**src/hdl/vo_pkg.sv**
```systemverilog
// Package with widths, constants and sideband types shared by the orthonormalization pipeline.
`default_nettype none
package vo_pkg;

    localparam int DATA_WIDTH   = 32;
    localparam int IN_FRAC_BITS = 28;
    localparam int OUT_FRAC     = DATA_WIDTH - 2;
    localparam int MAG_W        = DATA_WIDTH;
    localparam int THR_W        = 31;
    localparam int AXIS_W       = 2;
    localparam int SQ_W         = 2 * MAG_W;
    localparam int ROOT_W       = SQ_W / 2;
    localparam int NUM_W        = MAG_W + OUT_FRAC;
    localparam int QUO_W        = OUT_FRAC + 1;
    localparam int PROD_W       = QUO_W + MAG_W;
    localparam int DMAG_W       = PROD_W - IN_FRAC_BITS;
    localparam int HALF_W       = 16;
    localparam int PART_W       = DMAG_W + HALF_W;
    localparam int PM_SHIFT     = IN_FRAC_BITS - HALF_W;
    localparam int PM_W         = PART_W + 1 - PM_SHIFT;
    localparam int RES_W        = PM_W + 2;
    localparam int RM_W         = PM_W;
    localparam int RS_W         = OUT_FRAC + 1;
    localparam int SH_MAX       = RM_W - RS_W;
    localparam int SH_W         = $clog2(SH_MAX + 1);
    localparam int SHN_W        = ROOT_W + SH_MAX;

    localparam int IN_TDATA_W   = ((6 * DATA_WIDTH + AXIS_W + 7) / 8) * 8;
    localparam int OUT_TDATA_W  = 3 * DATA_WIDTH;
    localparam int OUT_TUSER_W  = 2;

    localparam logic [QUO_W-1:0] UNIT_ONE = QUO_W'(1) << OUT_FRAC;

    localparam logic [AXIS_W-1:0] AXIS_X     = 2'd0;
    localparam logic [AXIS_W-1:0] AXIS_Y     = 2'd1;
    localparam logic [AXIS_W-1:0] AXIS_Z     = 2'd2;
    localparam logic [AXIS_W-1:0] AXIS_SPARE = 2'd3;

    typedef logic [MAG_W-1:0]  mag_t;
    typedef logic [AXIS_W-1:0] axis_t;

    typedef struct packed {
        logic [2:0]     sn;
        mag_t [2:0]     sm;
        logic [2:0]     fn;
        mag_t [2:0]     fm;
        axis_t          axis1;
        axis_t          axis2;
    } vo_sq1_side_t;

    typedef struct packed {
        logic [2:0]     sn;
        logic [2:0]     fn;
        mag_t [2:0]     fm;
        axis_t          axis1;
        axis_t          axis2;
        logic           fb1;
    } vo_div1_side_t;

    typedef struct packed {
        logic [2:0]                rn;
        logic [2:0][RS_W-1:0]      rs;
        logic [SH_W-1:0]           sh;
        axis_t                     axis2;
        logic                      fb1;
    } vo_sq2_side_t;

    typedef struct packed {
        logic [2:0]     rn;
        axis_t          axis2;
        logic           fb1;
        logic           fb2;
    } vo_div2_side_t;

endpackage
`default_nettype wire

```
**src/hdl/vo_isqrt.sv**
```systemverilog
// Pipelined floor square root, one result bit per stage, with a sideband that travels alongside.
`default_nettype none
module vo_isqrt #(
    parameter int SIDE_W = 1
) (
    input  logic                      clk,
    input  logic                      rst_n,
    input  logic                      ce,
    input  logic                      in_valid,
    input  logic [vo_pkg::SQ_W-1:0]   in_value,
    input  logic [SIDE_W-1:0]         in_side,
    output logic                      out_valid,
    output logic [vo_pkg::ROOT_W-1:0] out_root,
    output logic [SIDE_W-1:0]         out_side
);
    import vo_pkg::*;

    localparam int STEPS = ROOT_W;

    logic [STEPS-1:0]  valid_reg;
    logic [SQ_W-1:0]   rem_reg  [STEPS];
    logic [SQ_W-1:0]   root_reg [STEPS];
    logic [SIDE_W-1:0] side_reg [STEPS];

    genvar k;
    generate
        for (k = 0; k < STEPS; k++)
        begin : g_step
            localparam logic [SQ_W-1:0] BIT_VAL = SQ_W'(1) << (SQ_W - 2 - 2 * k);
            logic              valid_in;
            logic [SQ_W-1:0]   rem_in;
            logic [SQ_W-1:0]   root_in;
            logic [SIDE_W-1:0] side_in;
            logic [SQ_W-1:0]   trial;
            logic [SQ_W-1:0]   rem_next;
            logic [SQ_W-1:0]   root_next;

            if (k == 0)
            begin : g_first
                assign valid_in = in_valid;
                assign rem_in   = in_value;
                assign root_in  = '0;
                assign side_in  = in_side;
            end
            else
            begin : g_rest
                assign valid_in = valid_reg[k-1];
                assign rem_in   = rem_reg[k-1];
                assign root_in  = root_reg[k-1];
                assign side_in  = side_reg[k-1];
            end

            always_comb
            begin
                trial = root_in + BIT_VAL;
                if (rem_in >= trial)
                begin
                    rem_next  = rem_in - trial;
                    root_next = (root_in >> 1) + BIT_VAL;
                end
                else
                begin
                    rem_next  = rem_in;
                    root_next = root_in >> 1;
                end
            end

            always_ff @(posedge clk or negedge rst_n)
            begin
                if (!rst_n)
                begin
                    valid_reg[k] <= 1'b0;
                end
                else if (ce)
                begin
                    valid_reg[k] <= valid_in;
                end
            end

            always_ff @(posedge clk)
            begin
                if (ce)
                begin
                    rem_reg[k]  <= rem_next;
                    root_reg[k] <= root_next;
                    side_reg[k] <= side_in;
                end
            end
        end
    endgenerate

    assign out_valid = valid_reg[STEPS-1];
    assign out_root  = root_reg[STEPS-1][ROOT_W-1:0];
    assign out_side  = side_reg[STEPS-1];

endmodule
`default_nettype wire

```
**config.mk**
```make
export PLATFORM = sky130hd
export DESIGN_NAME = vo_isqrt
export DESIGN_NICKNAME = d
export VERILOG_FILES = /design/src/hdl/vo_pkg.sv /design/src/hdl/vo_isqrt.sv
export SDC_FILE = /design/constraint.sdc
export NUM_CORES = 2
export LEC_CHECK = 0
export ABC_AREA = 0
export BUFFER_PORTS_ARGS = -buffer_cell sky130_fd_sc_hd__buf_2
export CAP_MARGIN = 10
export CORE_UTILIZATION = 54
export CTS_BUF_LIST = sky130_fd_sc_hd__clkbuf_2
export DETAILED_ROUTE_END_ITERATION = 10
export GPL_TIMING_DRIVEN = 0
export PLACE_DENSITY = 0.73
export SYNTH_ARGS = -nofsm -noshare
export SYNTH_HDL_FRONTEND = slang
export SYNTH_MEMORY_MAX_BITS = 65536
export SYNTH_SLANG_ARGS = --single-unit
export TNS_END_PERCENT = 50
```
**constraint.sdc**
```tcl
create_clock -name clk -period 4.95 [get_ports clk]
set_input_delay 0.99 -clock clk [delete_from_list [all_inputs] [get_ports clk]]
set_output_delay 0.99 -clock clk [all_outputs]
set_load 0.05 [all_outputs]
```
## After elaboration in Yosys (flattened, before gate mapping)

Memory sizes are Yosys's and may differ from the RTL's.
Cells that the tools add are included.

- Add/sub/neg operators: 94
- Magnitude comparators: 32
- Mux-type cells: 66

Operators by type and width:

| cell | count |
|---|---|
| 64-bit two-way mux | 63 |
| 64-bit greater-or-equal comparator | 31 |
| 64-bit subtractor | 31 |
| 63-bit by 1-bit adder with 64-bit output, second input constant | 1 |
| 63-bit by 11-bit adder with 64-bit output, second input constant | 1 |
| 63-bit by 13-bit adder with 64-bit output, second input constant | 1 |
| 63-bit by 15-bit adder with 64-bit output, second input constant | 1 |
| 63-bit by 17-bit adder with 64-bit output, second input constant | 1 |
| 63-bit by 19-bit adder with 64-bit output, second input constant | 1 |
| 63-bit by 21-bit adder with 64-bit output, second input constant | 1 |
| 63-bit by 23-bit adder with 64-bit output, second input constant | 1 |
| 63-bit by 25-bit adder with 64-bit output, second input constant | 1 |
| 63-bit by 27-bit adder with 64-bit output, second input constant | 1 |
| 63-bit by 29-bit adder with 64-bit output, second input constant | 1 |
| 63-bit by 3-bit adder with 64-bit output, second input constant | 1 |
| 63-bit by 31-bit adder with 64-bit output, second input constant | 1 |
| 63-bit by 33-bit adder with 64-bit output, second input constant | 1 |
| 63-bit by 35-bit adder with 64-bit output, second input constant | 1 |
| 63-bit by 37-bit adder with 64-bit output, second input constant | 1 |
| 63-bit by 39-bit adder with 64-bit output, second input constant | 1 |
| 63-bit by 41-bit adder with 64-bit output, second input constant | 1 |
| 63-bit by 43-bit adder with 64-bit output, second input constant | 1 |
| 63-bit by 45-bit adder with 64-bit output, second input constant | 1 |
| 63-bit by 47-bit adder with 64-bit output, second input constant | 1 |
| other kinds (45) | 46 |

- Register bits: 32
- Bits in writable memories: 4128
- Input port bits: 69
- Output and inout bits: 34
- Memories: 3

Memories:

| name | words | width | read ports | clocked after Yosys merged registers in | write ports | RTL line | RTL |
|---|---|---|---|---|---|---|---|
| rem_reg | 32 | 64 | 31 | 0 | 32 | vo_isqrt.sv:21 | `logic [SQ_W-1:0] rem_reg [STEPS];` |
| root_reg | 32 | 64 | 32 | 0 | 32 | vo_isqrt.sv:22 | `logic [SQ_W-1:0] root_reg [STEPS];` |
| side_reg | 32 | 1 | 32 | 0 | 32 | vo_isqrt.sv:23 | `logic [SIDE_W-1:0] side_reg [STEPS];` |

## Logic depth before layout (Yosys ltp)

An unclocked memory read counts as a cell.

- Depth after elaboration: 4
- Gate-level depth with buffers: 15
- Depth with buffers taken out: 12

## Least setup slack after synthesis

Ideal clock, no wire load.

- Path type: register to register
- From: memory rem_reg[7][14] (netlist name)
- To: memory rem_reg[7][127] (netlist name), data pin
- Arrival time: 3.181 ns
- Data required time: 4.692 ns
- Path slack: 1.512 ns
- Stages on the path, launching flop included: 11
- Period minus slack after synthesis: 3.438 ns
- Path through: edfxtp_1 > ha_1 > a21o_1 > a221o_1 > or3_1 > o21ai_1 > nor4_1 > o211a_1 > or3b_2 > or4_1 > xnor2_1

RTL lines:

| what | RTL line |
|---|---|
| start: declaration | vo_isqrt.sv:21 |

==> results by group <==
Floorplanning
  – Die area: 0.229 mm^2
  – # rows: 174
  – Initial Util: 54.5%
  – DIE HEIGHT: 479 um
  – IO Count: 103
  – Core area: 0.226 mm^2
  – Die W: 479 um

Layout
  – Sequential Area: 0.0772 mm^2
  – Share of layout cells above drive strength 1: 11.7%
  – Max reg flops: 1984
  – Fillers: 18000
  – Multi-input logic area: 0.0424 mm^2
  – P&R area growth vs syn: 9.85%
  – Final nets: 11300
  – Layout Utilization: 59.9%

Synthesis
  – Mux share of post-synthesis cell area: 0.931%
  – Post-Synth Simple-Gate Area: 12.1%
  – Combinational family with the most area after synthesis: simple AND/OR/NAND/NOR gates
  – Syn avg cell area: 12.6 um^2
  – Mapped Cells: 9737
  – Synth warnings: 0
  – Asr flop ratio synth: 1.24%
  – Synthesized flop and latch total: 2576
  – Sequential element share of the synthesized area: 62.8%
  – Top_reg_cell synth: edfxtp_1
  – Compound-Gate Fraction of Synth Area: 9.52%
  – Post-Syn Area: 0.123 mm^2
  – Synth unique cells: 90
  – Synth Area in Adders: 5.68%
  – Syn nets: 10400
  – Synth Area in XOR/XNOR: 6.21%
  – Post-synth EDFFs: 2544

STA
  – Worst-Margin Slew: 1.23 ns
  – Worst Clk Skew: 0.223 ns
  – Final Hold Fails: 0
  – Rel. slew slack: 17.9%
  – Final setup violation count: 0
  – Period minus WS final: 4.74 ns
  – Pins Over Slew Limit: 0
  – Unrepaired setup endpoints after global routing: false
  – Fin crit share: 95.8%
  – Final setup TNS: 0 ns
  – F_max: 0.211 GHz
  – Final setup margin: 0.210 ns

Route
  – Post-DRT Antenna Nets: 0
  – Wire per inst: 21.7 um
  – Pre-Repair DR Iteration Count: 6
  – DRC viols: 0
  – Vias per std cell: 5.86
  – First DRT Iteration DRCs: 7899
  – Via count of the routed design: 82900
  – Final wirelength: 307000 um

Clocking
  – Root Driver: clkbuf_2
  – Clk pin slew, worst setup/hold paths: 0.12 ns
  – Latest clock arrival within the worst-skew pair: 1.93 ns
  – CTS max path bufs: 4
  – H-tree depth: 6
  – CTS tree: yes
  – CTS Buf Count: 655
  – Number of post-CTS setup repair buffers: 0
  – Clk sinks: 2576

Worst setup path
  – Most frequent CP cell: clkbuf_1
  – Cells along the critical path: inv_1, ha_1, nand4_1, or4b_2, nor4_1, a211oi_1, o211ai_1, a211o_1, clkbuf_1, clkbuf_1, a21oi_1
  – Critical setup path kind: flip-flop to flip-flop
  – Worst setup SP type: flip-flop
  – Max Fanout on Critical Path: 10
  – CP max stage cell: nor4_1
  – Largest stage delay, worst path: 0.75 ns
  – Worst Path Buf+Inv: 3
  – Worst path top cell family by delay: simple AND/OR/NAND/NOR gates
  – CP endpoint kind: flip-flop
  – Data arrival, critical path: 6.28 ns
  – Data required, critical path: 6.49 ns

Power and ir drop
  – Worst vdd ir: 0.000284 V
  – Total power: 57.5 mW
  – Pwr dens: 426 mW/mm^2
  – Lkg Pwr: 52.0 nW

GRT
  – GRT overflow: 0
  – First-pass GRT wire length: 466000 um
  – Overall routing resource usage: 26.3%
  – Vias in the first global route: 81200
  – Initial antenna violation count: 20
  – Pin count of the biggest net entering global routing: 196

Placed design
  – DP HPWL: 225000 um
  – Pre-CTS setup slack: -0.167 ns
  – Routability Congestion: 1.00
  – Port Buffers: 102

Worst hold path
  – Min-Delay Path Class: input pin to flip-flop

Outcome
  – Status: completed

Flow run
  – Max Cap Viol: 0
[power breakdown]
part / internal, mW / leakage, nW / total, mW / switching, mW
combinational: 5.47 / 22.7 / 13.5 / 8.00
sequential: 27.6 / 24.9 / 29.9 / 2.24
clock: 5.47 / 4.34 / 14.1 / 8.67
[repair_timing]
item	in CTS	in global routing
hold buffers	157	0
hold endpoints to repair	464	0
setup endpoints to repair	8	37
resized for setup	2	7
[metal layers]
layer  wire (um)  track usage (%)  vias up
li1            -                -    38800
met1      131000             35.8    40200
met2      146000             42.7     3246
met3       22100             4.91      570
met4        8160             8.28        4
met5          27                0        -
[logic make-up after synthesis]
family / Yosys count
AO/OA/AOI/OAI: 1871
flip-flops: 2576
AND/OR/NAND/NOR: 2865
multiplexers: 102
adder cells (fa/ha/maj): 558
buffers and inverters: 893
XOR/XNOR: 872
[synth_stat cells (20+ instances only)]
cell type	instances	share of area (%)
ha_1	558	5.7
and4_1	24	0.17
nand3_1	165	0.67
o21ai_0	466	1.9
a21boi_0	31	0.19
xnor2_1	461	3.3
clkbuf_1	178	0.54
a211o_1	21	0.15
o21bai_1	36	0.22
nand3b_1	40	0.24
or2_2	47	0.24
nor2_1	593	1.8
a211oi_1	46	0.28
or3_1	102	0.52
o31ai_1	45	0.27
edfxtp_1	2544	62
nand4b_1	27	0.19
nand2_1	616	1.9
nand2b_1	101	0.51
a21oi_1	574	2.3
nor3b_1	20	0.12
nand4_1	174	0.89
nor4_1	361	1.8
a21o_1	262	1.6
nor4b_1	43	0.31
o211ai_1	31	0.19
xor2_1	411	2.9
dfrtp_1	32	0.65
nor2b_1	72	0.37
nor3_1	280	1.1
a31oi_1	47	0.24
and3_1	59	0.30
and2_1	36	0.18
inv_1	687	2.1
mux2_2	98	0.90
o21a_1	111	0.68
or4_1	65	0.40
[cell type report]
type | count | share of cell area [%]
Inverter | 692 | 1.92
Multi-Input combinational cell | 6268 | 31.4
Timing Repair Buffer | 285 | 1.95
Sequential cell | 2576 | 57.2
Tap cell | 2992 | 2.77
Buffer | 201 | 0.566
Clock buffer | 893 | 3.31
Clock inverter | 221 | 0.893
Antenna cell | 15 | 0.0278
[tightest hold or removal path, cell delays in order]
cell,delay [ns]
dlygate4sd3_1,0.52
buf_2,0.09
dlygate4sd3_1,0.55
[path summary, 6_finish.rpt]
path | startpoint | end | cells past startpoint | slack (ns)
worst min-delay path | in_value[44] | rem_reg[0][44] | 3 | 0.26
worst min register to register | root_reg[1][42] | root_reg[1][105] | 0 | 0.39
max in group asynchronous | rst_n | g_step[7].valid_in | 5 | 4.02
min in group asynchronous | rst_n | g_step[14].valid_in | 5 | 0.73
worst max-delay path | root_reg[1][783] | rem_reg[7][88] | 11 | 0.21
worst max register to register | root_reg[1][783] | rem_reg[7][88] | 11 | 0.21
[cells in the final DEF, fill, tap and decap left out, drive strengths merged, types with 155 or more instances in the layout]
| cell | instances |
|---|---|
| clkinv | 187 |
| nor4 | 362 |
| xnor2 | 461 |
| clkbuf | 1077 |
| ha | 558 |
| a21o | 262 |
| nor2 | 594 |
| o21ai | 471 |
| nand4 | 174 |
| nand3 | 166 |
| a21oi | 574 |
| inv | 710 |
| nand2 | 616 |
| edfxtp | 2544 |
| dlygate4sd3 | 155 |
| xor2 | 411 |
| nor3 | 281 |
[stage by stage]
stage               hold slack, ns  cells  area (um^2)
floorplan                    0.400   9737       123000
global placement             0.401  12800       127000
detailed placement           0.405  12900       128000
CTS                       0.000221  14100       135000
global route                0.0902  14100       135000
finish                       0.261  14100       135000
Note: power is estimated with default switching activity, not from simulation.
